[config.mk]
export PLATFORM = sky130hd
export DESIGN_NAME = greedy_capacity_assignment_unit
export DESIGN_NICKNAME = d
export VERILOG_FILES = /design/src/gca_pkg.sv /design/src/gca_score.sv /design/src/gca_agent_tbl.sv /design/src/greedy_capacity_assignment_unit.sv
export SDC_FILE = /design/constraint.sdc
export NUM_CORES = 2
export LEC_CHECK = 0
export BUFFER_PORTS_ARGS = -buffer_cell sky130_fd_sc_hd__buf_2
export CELL_PAD_IN_SITES_DETAIL_PLACEMENT = 0
export CELL_PAD_IN_SITES_GLOBAL_PLACEMENT = 1
export CORE_MARGIN = 4
export CORE_UTILIZATION = 57
export CTS_CLUSTER_SIZE = 25
export DETAILED_ROUTE_END_ITERATION = 16
export PLACE_DENSITY_LB_ADDON = 0.1
export SLEW_MARGIN = 20
export SYNTH_ARGS = -nofsm -noshare
export SYNTH_HDL_FRONTEND = slang
export SYNTH_SLANG_ARGS = --single-unit
[constraint.sdc]
create_clock -name clk -period 25.5 [get_ports clk]
set_input_delay 3.825 -clock clk [delete_from_list [all_inputs] [get_ports clk]]
set_output_delay 3.825 -clock clk [all_outputs]
set_load 0.03 [all_outputs]
[src/gca_pkg.sv]
`timescale 1ns / 1ps
`default_nettype none

package gca_pkg;

  localparam int MAX_AGENTS = 16;
  localparam int AGENT_W    = 4;
  localparam int DATA_W     = 16;
  localparam int CAP_W      = 32;
  localparam int PROD_W     = 2 * DATA_W;
  // sum of two 16x16 products needs one extra bit
  localparam int SCORE_W    = PROD_W + 1;
  localparam int CFG_IDX_W  = 1;

  localparam logic [DATA_W-1:0] WEIGHT_RESET = DATA_W'(256);

  localparam logic MODE_LOAD  = 1'b0;
  localparam logic MODE_ENTRY = 1'b1;

  typedef enum logic [CFG_IDX_W-1:0] {
    CFG_WEIGHT_COST     = 1'b0,
    CFG_WEIGHT_RESOURCE = 1'b1
  } cfg_idx_t;

  // write side of the agent table: capacity load and usage commit
  typedef struct packed {
    logic               load;
    logic [AGENT_W-1:0] load_agent;
    logic [CAP_W-1:0]   load_cap;
    logic               commit;
    logic [AGENT_W-1:0] commit_agent;
    logic [DATA_W-1:0]  commit_need;
  } tbl_wr_t;

endpackage

`default_nettype wire

[src/gca_score.sv]
`timescale 1ns / 1ps
`default_nettype none

module gca_score (
  input  wire logic [gca_pkg::DATA_W-1:0]  weight_cost,
  input  wire logic [gca_pkg::DATA_W-1:0]  weight_resource,
  input  wire logic [gca_pkg::DATA_W-1:0]  cost,
  input  wire logic [gca_pkg::DATA_W-1:0]  resource,
  output logic      [gca_pkg::SCORE_W-1:0] score
);

  logic [gca_pkg::PROD_W-1:0] cost_prod;
  logic [gca_pkg::PROD_W-1:0] res_prod;

  // Q8.8 * integer, kept exact as Q24.8; the sum is Q25.8
  always_comb begin
    cost_prod = weight_cost * cost;
    res_prod  = weight_resource * resource;
    score     = gca_pkg::SCORE_W'(cost_prod) + gca_pkg::SCORE_W'(res_prod);
  end

endmodule

`default_nettype wire

[src/gca_agent_tbl.sv]
`timescale 1ns / 1ps
`default_nettype none

module gca_agent_tbl (
  input  wire logic                          clk,
  input  wire logic                          rst_n,
  input  wire gca_pkg::tbl_wr_t              wr,
  input  wire logic [gca_pkg::AGENT_W-1:0]   rd_agent,
  output logic      [gca_pkg::CAP_W-1:0]     rd_cap,
  output logic      [gca_pkg::CAP_W-1:0]     rd_usage
);

  logic [gca_pkg::CAP_W-1:0] cap_r   [gca_pkg::MAX_AGENTS];
  logic [gca_pkg::CAP_W-1:0] usage_r [gca_pkg::MAX_AGENTS];

  always_ff @(posedge clk) begin
    if (!rst_n) begin
      for (int i = 0; i < gca_pkg::MAX_AGENTS; i++) begin
        cap_r[i]   <= '0;
        usage_r[i] <= '0;
      end
    end else begin
      if (wr.load) begin
        cap_r[wr.load_agent]   <= wr.load_cap;
        usage_r[wr.load_agent] <= '0;
      end
      // fit test already bounds usage + need to the capacity
      if (wr.commit) begin
        usage_r[wr.commit_agent] <= usage_r[wr.commit_agent]
                                    + gca_pkg::CAP_W'(wr.commit_need);
      end
    end
  end

  assign rd_cap   = cap_r[rd_agent];
  assign rd_usage = usage_r[rd_agent];

endmodule

`default_nettype wire

[src/greedy_capacity_assignment_unit.sv]
`timescale 1ns / 1ps
`default_nettype none

// Greedy job-to-agent assignment. Mode 0 beats load an agent's capacity and
// clear its usage; mode 1 beats present one agent's cost and resource need
// for the current job, and the unit keeps the lowest weighted score among
// agents where the job still fits (first one presented wins a tie). The beat
// marked last_agent commits the choice and produces one result beat;
// last_job also reports the instance outcome and clears the totals. Each
// beat passes through the single compute stage between the input and result
// registers, so one beat per cycle is sustained while in_stall is low;
// out_valid is registered and rises as the result-producing beat leaves the
// input register. While a result beat is held by out_stall, a following
// result-producing beat waits in the input register and in_stall is raised;
// loads and non-final entries keep flowing. The user must write weights
// through the cfg port only while idle; the unit does not enforce it.
module greedy_capacity_assignment_unit (
  input  wire logic                            clk,
  input  wire logic                            rst_n,

  input  wire logic                            cfg_we,
  input  wire logic [gca_pkg::CFG_IDX_W-1:0]   cfg_addr,
  input  wire logic [gca_pkg::DATA_W-1:0]      cfg_wdata,

  input  wire logic                            in_valid,
  output logic                                 in_stall,
  input  wire logic                            in_mode,
  input  wire logic [gca_pkg::AGENT_W-1:0]     in_agent,
  input  wire logic [gca_pkg::DATA_W-1:0]      in_cost,
  input  wire logic [gca_pkg::DATA_W-1:0]      in_resource,
  input  wire logic [gca_pkg::CAP_W-1:0]       in_capacity,
  input  wire logic                            in_last_agent,
  input  wire logic                            in_last_job,

  output logic                                 out_valid,
  input  wire logic                            out_stall,
  output logic                                 out_job_assigned,
  output logic      [gca_pkg::AGENT_W-1:0]     out_assigned_agent,
  output logic      [gca_pkg::CAP_W-1:0]       out_running_cost,
  output logic                                 out_instance_done,
  output logic                                 out_instance_ok,
  output logic      [gca_pkg::CAP_W-1:0]       out_final_cost
);

  // configuration
  logic [gca_pkg::DATA_W-1:0] weight_cost_r;
  logic [gca_pkg::DATA_W-1:0] weight_resource_r;

  // input register
  logic                          s1_valid_r;
  logic                          s1_mode_r;
  logic [gca_pkg::AGENT_W-1:0]   s1_agent_r;
  logic [gca_pkg::DATA_W-1:0]    s1_cost_r;
  logic [gca_pkg::DATA_W-1:0]    s1_res_r;
  logic [gca_pkg::CAP_W-1:0]     s1_cap_r;
  logic                          s1_last_agent_r;
  logic                          s1_last_job_r;

  // running minimum and totals
  logic                          best_found_r,  best_found_nxt;
  logic [gca_pkg::SCORE_W-1:0]   best_score_r,  best_score_nxt;
  logic [gca_pkg::AGENT_W-1:0]   best_agent_r,  best_agent_nxt;
  logic [gca_pkg::DATA_W-1:0]    best_cost_r,   best_cost_nxt;
  logic [gca_pkg::DATA_W-1:0]    best_need_r,   best_need_nxt;
  logic [gca_pkg::CAP_W-1:0]     total_cost_r,  total_cost_nxt;
  logic                          any_failed_r,  any_failed_nxt;

  // result register
  logic                          out_valid_r,   out_valid_nxt;
  logic                          res_assigned_r;
  logic [gca_pkg::AGENT_W-1:0]   res_agent_r;
  logic [gca_pkg::CAP_W-1:0]     res_running_r;
  logic                          res_done_r;
  logic                          res_ok_r;
  logic [gca_pkg::CAP_W-1:0]     res_final_r;

  logic                          out_free;
  logic                          s1_makes_res;
  logic                          s1_adv;
  logic                          entry_go;
  logic                          agent_ok;
  logic                          fits;
  logic                          take;
  logic [gca_pkg::SCORE_W-1:0]   score;
  logic [gca_pkg::CAP_W-1:0]     rd_cap;
  logic [gca_pkg::CAP_W-1:0]     rd_usage;
  logic [gca_pkg::CAP_W:0]       need_sum;
  logic [gca_pkg::CAP_W:0]       cost_sum;
  logic                          cand_found;
  logic [gca_pkg::AGENT_W-1:0]   cand_agent;
  logic [gca_pkg::DATA_W-1:0]    cand_cost;
  logic [gca_pkg::DATA_W-1:0]    cand_need;
  logic [gca_pkg::CAP_W-1:0]     total_new;
  logic                          failed_new;
  logic                          inst_ok;
  gca_pkg::tbl_wr_t              tbl_wr;

  gca_score u_score (
    .weight_cost     (weight_cost_r),
    .weight_resource (weight_resource_r),
    .cost            (s1_cost_r),
    .resource        (s1_res_r),
    .score           (score)
  );

  gca_agent_tbl u_tbl (
    .clk      (clk),
    .rst_n    (rst_n),
    .wr       (tbl_wr),
    .rd_agent (s1_agent_r),
    .rd_cap   (rd_cap),
    .rd_usage (rd_usage)
  );

  always_ff @(posedge clk) begin
    if (!rst_n) begin
      weight_cost_r     <= gca_pkg::WEIGHT_RESET;
      weight_resource_r <= gca_pkg::WEIGHT_RESET;
    end else if (cfg_we) begin
      case (cfg_addr)
        gca_pkg::CFG_WEIGHT_COST:     weight_cost_r     <= cfg_wdata;
        gca_pkg::CFG_WEIGHT_RESOURCE: weight_resource_r <= cfg_wdata;
        default: ;
      endcase
    end
  end

  // handshake: only result-producing beats wait on the output register
  always_comb begin
    out_free     = !out_valid_r || !out_stall;
    s1_makes_res = (s1_mode_r == gca_pkg::MODE_ENTRY) && s1_last_agent_r;
    s1_adv       = s1_valid_r && (!s1_makes_res || out_free);
    in_stall     = s1_valid_r && !s1_adv;
  end

  always_ff @(posedge clk) begin
    if (!rst_n) begin
      s1_valid_r <= 1'b0;
    end else if (!in_stall) begin
      s1_valid_r <= in_valid;
    end
  end

  always_ff @(posedge clk) begin
    if (!in_stall) begin
      s1_mode_r       <= in_mode;
      s1_agent_r      <= in_agent;
      s1_cost_r       <= in_cost;
      s1_res_r        <= in_resource;
      s1_cap_r        <= in_capacity;
      s1_last_agent_r <= in_last_agent;
      s1_last_job_r   <= in_last_job;
    end
  end

  always_comb begin
    agent_ok = 32'(s1_agent_r) < 32'(gca_pkg::MAX_AGENTS);
    entry_go = s1_adv && (s1_mode_r == gca_pkg::MODE_ENTRY);

    need_sum = {1'b0, rd_usage} + (gca_pkg::CAP_W + 1)'(s1_res_r);
    fits     = need_sum <= {1'b0, rd_cap};
    // strict compare keeps the earlier candidate on a tie
    take     = agent_ok && fits && (!best_found_r || (score < best_score_r));

    cand_found = take || best_found_r;
    cand_agent = take ? s1_agent_r : best_agent_r;
    cand_cost  = take ? s1_cost_r  : best_cost_r;
    cand_need  = take ? s1_res_r   : best_need_r;

    cost_sum   = {1'b0, total_cost_r} + (gca_pkg::CAP_W + 1)'(cand_cost);
    if (!cand_found) begin
      total_new = total_cost_r;
    end else if (cost_sum[gca_pkg::CAP_W]) begin
      total_new = '1;
    end else begin
      total_new = cost_sum[gca_pkg::CAP_W-1:0];
    end
    failed_new = any_failed_r || !cand_found;
    inst_ok    = s1_last_job_r && !failed_new;

    tbl_wr.load         = s1_adv && (s1_mode_r == gca_pkg::MODE_LOAD) && agent_ok;
    tbl_wr.load_agent   = s1_agent_r;
    tbl_wr.load_cap     = s1_cap_r;
    tbl_wr.commit       = entry_go && s1_last_agent_r && cand_found;
    tbl_wr.commit_agent = cand_agent;
    tbl_wr.commit_need  = cand_need;

    best_found_nxt = best_found_r;
    best_score_nxt = best_score_r;
    best_agent_nxt = best_agent_r;
    best_cost_nxt  = best_cost_r;
    best_need_nxt  = best_need_r;
    total_cost_nxt = total_cost_r;
    any_failed_nxt = any_failed_r;
    if (entry_go) begin
      if (!s1_last_agent_r) begin
        if (take) begin
          best_found_nxt = 1'b1;
          best_score_nxt = score;
          best_agent_nxt = s1_agent_r;
          best_cost_nxt  = s1_cost_r;
          best_need_nxt  = s1_res_r;
        end
      end else begin
        best_found_nxt = 1'b0;
        best_score_nxt = '0;
        best_agent_nxt = '0;
        best_cost_nxt  = '0;
        best_need_nxt  = '0;
        total_cost_nxt = s1_last_job_r ? '0   : total_new;
        any_failed_nxt = s1_last_job_r ? 1'b0 : failed_new;
      end
    end

    if (s1_adv && s1_makes_res) begin
      out_valid_nxt = 1'b1;
    end else if (!out_stall) begin
      out_valid_nxt = 1'b0;
    end else begin
      out_valid_nxt = out_valid_r;
    end
  end

  always_ff @(posedge clk) begin
    if (!rst_n) begin
      best_found_r <= 1'b0;
      best_score_r <= '0;
      best_agent_r <= '0;
      best_cost_r  <= '0;
      best_need_r  <= '0;
      total_cost_r <= '0;
      any_failed_r <= 1'b0;
      out_valid_r  <= 1'b0;
    end else begin
      best_found_r <= best_found_nxt;
      best_score_r <= best_score_nxt;
      best_agent_r <= best_agent_nxt;
      best_cost_r  <= best_cost_nxt;
      best_need_r  <= best_need_nxt;
      total_cost_r <= total_cost_nxt;
      any_failed_r <= any_failed_nxt;
      out_valid_r  <= out_valid_nxt;
    end
  end

  always_ff @(posedge clk) begin
    if (s1_adv && s1_makes_res) begin
      res_assigned_r <= cand_found;
      res_agent_r    <= cand_found ? cand_agent : '0;
      res_running_r  <= total_new;
      res_done_r     <= s1_last_job_r;
      res_ok_r       <= inst_ok;
      res_final_r    <= inst_ok ? total_new : '0;
    end
  end

  assign out_valid          = out_valid_r;
  assign out_job_assigned   = res_assigned_r;
  assign out_assigned_agent = res_agent_r;
  assign out_running_cost   = res_running_r;
  assign out_instance_done  = res_done_r;
  assign out_instance_ok    = res_ok_r;
  assign out_final_cost     = res_final_r;

endmodule

`default_nettype wire

## Word level (Yosys, flattened, before mapping)

Memories as Yosys holds them, arrays and structs flattened. A register that Yosys moved wholly into a read port is not among the register bits.
Index checks and enable logic that the tools add are counted.

| storage, ports and cells | value |
|---|---|
| bits in registers | 279 |
| latch bits | 0 |
| memory bits (writable) | 1024 |
| bits in read-only memories | 0 |
| input bits | 93 |
| output and inout port bits | 73 |
| memories | 2 |

| cells by class | value |
|---|---|
| add/sub/neg operators | 4 |
| multiply operators | 2 |
| div/mod/pow operators | 0 |
| magnitude comparators | 2 |
| eq/ne operators | 1 |
| shift-type cells | 0 |
| muxes and demuxes | 34 |
| bitwise gates (word level) | 2 |
| reduce and logical (&&, ||, !) cells | 30 |

Memories:

| name | words | bits a word | rd ports | clocked after memory_dff | write ports | line | source |
|---|---|---|---|---|---|---|---|
| u_tbl.cap_r | 16 | 32 | 1 | 1 | 16 | gca_agent_tbl.sv:13 | `logic [gca_pkg::CAP_W-1:0] cap_r [gca_pkg::MAX_AGENTS];` |
| u_tbl.usage_r | 16 | 32 | 2 | 1 | 16 | gca_agent_tbl.sv:14 | `logic [gca_pkg::CAP_W-1:0] usage_r [gca_pkg::MAX_AGENTS];` |

Operators with widths:

| kind | count |
|---|---|
| 2-to-1 mux 32 bit | 6 |
| OR reduction 32 bit | 3 |
| adder 32 x 16 -> 33 bit | 2 |
| 2-to-1 mux 33 bit | 2 |
| multiplier 16 x 16 -> 32 bit | 2 |
| 2-to-1 mux 16 bit | 4 |
| adder 32 x 32 -> 33 bit | 1 |
| <= comparator 33 x 32 -> 1 bit | 1 |
| < comparator 33 bit | 1 |
| adder 32 x 16 -> 32 bit | 1 |
| 2-to-1 mux 4 bit | 7 |
| 2-to-1 mux 1 bit | 15 |
| logical AND 1 bit | 10 |
| AND reduction 2 bit | 4 |
| logical NOT 1 bit | 7 |
| logical OR 1 bit | 5 |
| != test 2 x 1 -> 1 bit, second input constant | 1 |
| inverter 1 bit | 2 |
| nonzero test 2 bit | 1 |

## Depth between registers and ports, before layout

| depth | value |
|---|---|
| depth in word-level cells | 12 |
| depth in mapped cells | 67 |
| gate-level depth less buffers | 60 |

## Hierarchy

Synthesis repeated with hierarchy kept, for this count alone.

| unflattened totals | value |
|---|---|
| cell total of the unflattened synthesis | 6320 |
| area total of the unflattened synthesis | 81358.0 um^2 |

Modules (own cells, without submodules):

| module | instances | cells an instance | area an instance (um^2) |
|---|---|---|---|
| gca_agent_tbl | 1 | 3095 | 49722.7 |
| gca_score | 1 | 1942 | 17650.7 |
| greedy_capacity_assignment_unit | 1 | 1283 | 13984.7 |

## Least setup slack after synthesis

No wires, ideal clock.

| path | value |
|---|---|
| kind | register -> register |
| start point | register s1_res_r[1] (netlist bit) |
| end point | memory u_tbl.usage_r[8][22] (netlist bit) (data pin) |
| arrival time | 13.934 ns |
| data required time | 25.233 ns |
| slack | 11.299 ns |
| cell stages (with the launch flop) | 61 |
| path buffers | 8 |
| period minus slack after synthesis | 14.201 ns |
| cells stage by stage | edfxtp_1 -> clkbuf_1 -> nand2_1 -> fa_1 -> fa_1 -> inv_1 -> fa_1 -> inv_1 -> fa_1 -> inv_1 -> fa_1 -> fa_1 -> fa_1 -> fa_1 -> ha_1 -> nand4_1 -> o31ai_1 -> a21oi_1 -> (+25 left out) -> ha_1 -> fa_1 -> a21o_1 -> a21oi_1 -> o21bai_1 -> a21oi_1 -> o21bai_1 -> a21oi_1 -> o21ai_0 -> o41ai_1 -> o211a_1 -> o21ai_0 -> nor3b_1 -> a32oi_2 -> nor4b_1 -> xnor2_1 -> buf_2 -> nor2_1 |

RTL lines:

| element | line | source |
|---|---|---|
| start: declaration | greedy_capacity_assignment_unit.sv:54 | `logic [gca_pkg::DATA_W-1:0] s1_res_r;` |
| start signal: assignment | greedy_capacity_assignment_unit.sv:149 | `s1_res_r <= in_resource;` |
| end: declaration | gca_agent_tbl.sv:14 |  |

==> results.yml <==
setup_path:
  crit_path_frequent_cell: "fa_1"
  endpoint_kind: "flip-flop"
  reg2reg_slack_ns: 8.11
  required_ns: 25.99
  slowest_stage: "nand2_8"
  worstSetupPathType: "reg -> reg"
  cp_max_fo: 94
  rr_worst_depth: 57
  start_kind: "flip-flop"
  worstReg2RegEnd: "u_tbl.usage_r[10][30]$_SDFFCE_PN0P_"
  cp_slowest_stage_delay_ns: 0.92
  timing.rr.start: "s1_res_r[1]$_DFFE_PN_"
  worstPathArrival_ns: 17.88
clock_tree:
  cts_tree: "built"
  clk_latency_ns: 0.79
  cts_hold_buf: 0
  clockBufferDepth: 3
  cts_resized: 0
  root_buffer: "clkbuf_16"
  cts_setup_buffers: 0
  numCtsBuffers: 143
  path_clk_slew_ns: 0.06
  clock_sinks: 1307
  cts_max_level: 4
global_routing:
  grt_overflow_total: 0
  grt_pass1_vias: 56300
  antenna_found_initial: 11
  grt_use_total_pct: 33.4
  grt_max_degree: 122
  grt_pass1_wl_mm: 370
logic_synthesis:
  synth.area.top_cells: "edfxtp_1, fa_1, mux4_2"
  yosysWarnings: 0
  async_flop_share_pct: 0
  synth_top_area_share_pct: 42.8
  syn_area_um2: 81900
  syn_avg_cell_area_um2: 11.5
  synth_most_common_cell: "edfxtp_1"
  synth_common_cells: "edfxtp_1, nand2_1, and2_1, inv_1, nor2_1"
  netlist_instances: 7090
  ys_types: 93
  synth.net_count: 7947
  ys.flop_type: "edfxtp_1"
  synth_area_leader_cell: "edfxtp_1"
  synth_seq_cells: 1307
  ys_seq_area_share_pct: 46.2
  synth_edf_count: 1166
sta:
  setup_viol: 0
  skew_ns: 0.0594
  drv_slew: 0
  hold_viol: 0
  rsz0062_at_grt: "false"
  period_minus_slack_ns: 17.39
  setup_tns_ns: 0
  fmax_mhz: 57.5
  fin_ws_ns: 8.11
  fin_crit_sh_pct: 68.2
  fin_hold_ws_ns: 0.461
  slew_headroom_pct: 16.8
  worst_pin_slew_ns: 1.24
floorplanning:
  start_util_pct: 57.6
  dieArea_um2: 150000
  die_y_um: 387
  die_x_um: 387
  io_pins: 166
  core_area_um2: 142000
  rows: 138
route:
  drtAntennaViolNets: 0
  via_count: 55900
  drtPass1Iterations: 6
  viasPerCell: 6.16
  post-route-drc-count: 0
  wl_per_cell_um: 27.5
  routed_wl_mm: 250
  initialDrtViolationCount: 6022
power_and_ir_drop:
  peakVddDrop_mv: 0.117
  p_leak_nw: 36.1
  cellPowerDensity_nw_per_um2: 84.8
  total_power_mw: 7.57
final_layout:
  areaGrowthSynthToFinish_pct: 8.97
  final_cells: 9088
  final_core_utilization_pct: 62.8
  fin_nets: 7930
  fin_area_um2: 89200
  fillers: 11200
  drive_above_1_share_pct: 13.5
placed_design:
  place_ws_ns: 8.39
  placed_area_um2: 84600
  dp.cells: 8818
  dp_hpwl_mm: 154
  routabilityCongestion: 0.889
  port_buffers: 165
status:
  status: "completed"
hold_path:
  holdPathEnd: "best_score_r[32]$_SDFFE_PN0P_"
  hold_start: "best_score_r[32]$_SDFFE_PN0P_"
  worst_hold_path_type: "reg -> reg"
  hold_depth: 2
flow_run:
  drv_cap: 0
cells in the final DEF, fill, tap and decap left out, types with 144 or more instances in the layout:
cell type,synthesis,final
mux4_2,305,305
and2_1,819,819
nor2_1,620,601
edfxtp_1,1166,1166
buf_2,31,164
nand3_1,252,252
clkbuf_16,0,144
inv_1,636,634
fa_1,451,451
nand2_1,864,847
ha_1,313,313
worst max-delay path, delay by kind of cell (launching register included):
| family | cells | cell delay [ns] |
|---|---|---|
| adders and majority gates | 12 | 5.18 |
| buffers and inverters | 4 | 0.91 |
| AOI/OAI and AO/OA | 26 | 5.20 |
| DFF | 1 | 0.81 |
| and+or+nand+nor | 13 | 3.90 |
| xor gates and xnor gates | 2 | 0.97 |
sequential cells by signal (all words and copies together), names as in the netlist, 4 cells and up, named ones only:
signal,count
best_agent_r,4
best_cost_r,16
best_need_r,16
best_score_r,33
out_assigned_agent,4
out_final_cost,32
out_running_cost,32
s1_agent_r,4
s1_cap_r,32
s1_cost_r,16
s1_res_r,16
total_cost_r,32
u_tbl.cap_r,512
u_tbl.usage_r,512
weight_cost_r,16
weight_resource_r,16
layout make-up:
cell class                 instances  area (um2)  area share, %
multi-input combinational       4687       40200           45.0
sequential                      1307       37800           42.4
clock buffer                     185        3840           4.30
inverter                         638        2400           2.69
tap                             1890        2360           2.65
timing repair buffer             296        1840           2.06
clock inverter                    81         751          0.841
antenna                            4        10.0         0.0112
routing by layer:
metal  GRT usage, %  wire length (um)  vias up
met5              0                16        -
met4           16.8             14800        2
met3           6.59             24200      677
met2           54.6            119000     3019
met1           42.9             92000    28000
li1               -                 -    24200
power by group:
part           switching (mW)  leakage, nW  internal (mW)  total (mW)
registers              0.0669         13.4           2.41        2.48
logic                    1.89         20.5           1.17        3.06
clock network           0.904         2.22           1.13        2.03
kinds of logic (layout without fill, tap and decap cells):
| family | Yosys count | in the layout | synth area share, % |
|---|---|---|---|
| AOI/OAI and AO/OA | 589 | 589 | 4.93 |
| other | 0 | 4 | 0 |
| adders and majority gates | 764 | 764 | 15.8 |
| xor gates and xnor gates | 102 | 102 | 1.16 |
| muxes | 417 | 417 | 9.85 |
| buffers and inverters | 1096 | 1200 | 5.33 |
| DFF | 1307 | 1307 | 46.2 |
| and+or+nand+nor | 2815 | 2815 | 16.7 |
worst max-delay path by stage:
stage,from,endpoint,slack (ns),cells after the start
after floorplan,s1_res_r[1]$_DFFE_PN_,u_tbl.usage_r[8][22]$_SDFFCE_PN0P_,11.30,60
after CTS,s1_res_r[1]$_DFFE_PN_,u_tbl.usage_r[10][30]$_SDFFCE_PN0P_,8.34,55
after global placement,s1_res_r[4]$_DFFE_PN_,u_tbl.usage_r[15][30]$_SDFFCE_PN0P_,8.69,56
final,s1_res_r[1]$_DFFE_PN_,u_tbl.usage_r[10][30]$_SDFFCE_PN0P_,8.11,57
after global routing,s1_res_r[1]$_DFFE_PN_,u_tbl.usage_r[10][30]$_SDFFCE_PN0P_,7.03,55
after detailed placement,s1_res_r[1]$_DFFE_PN_,u_tbl.usage_r[10][30]$_SDFFCE_PN0P_,8.39,55
Power figures use the tool's default switching activity.
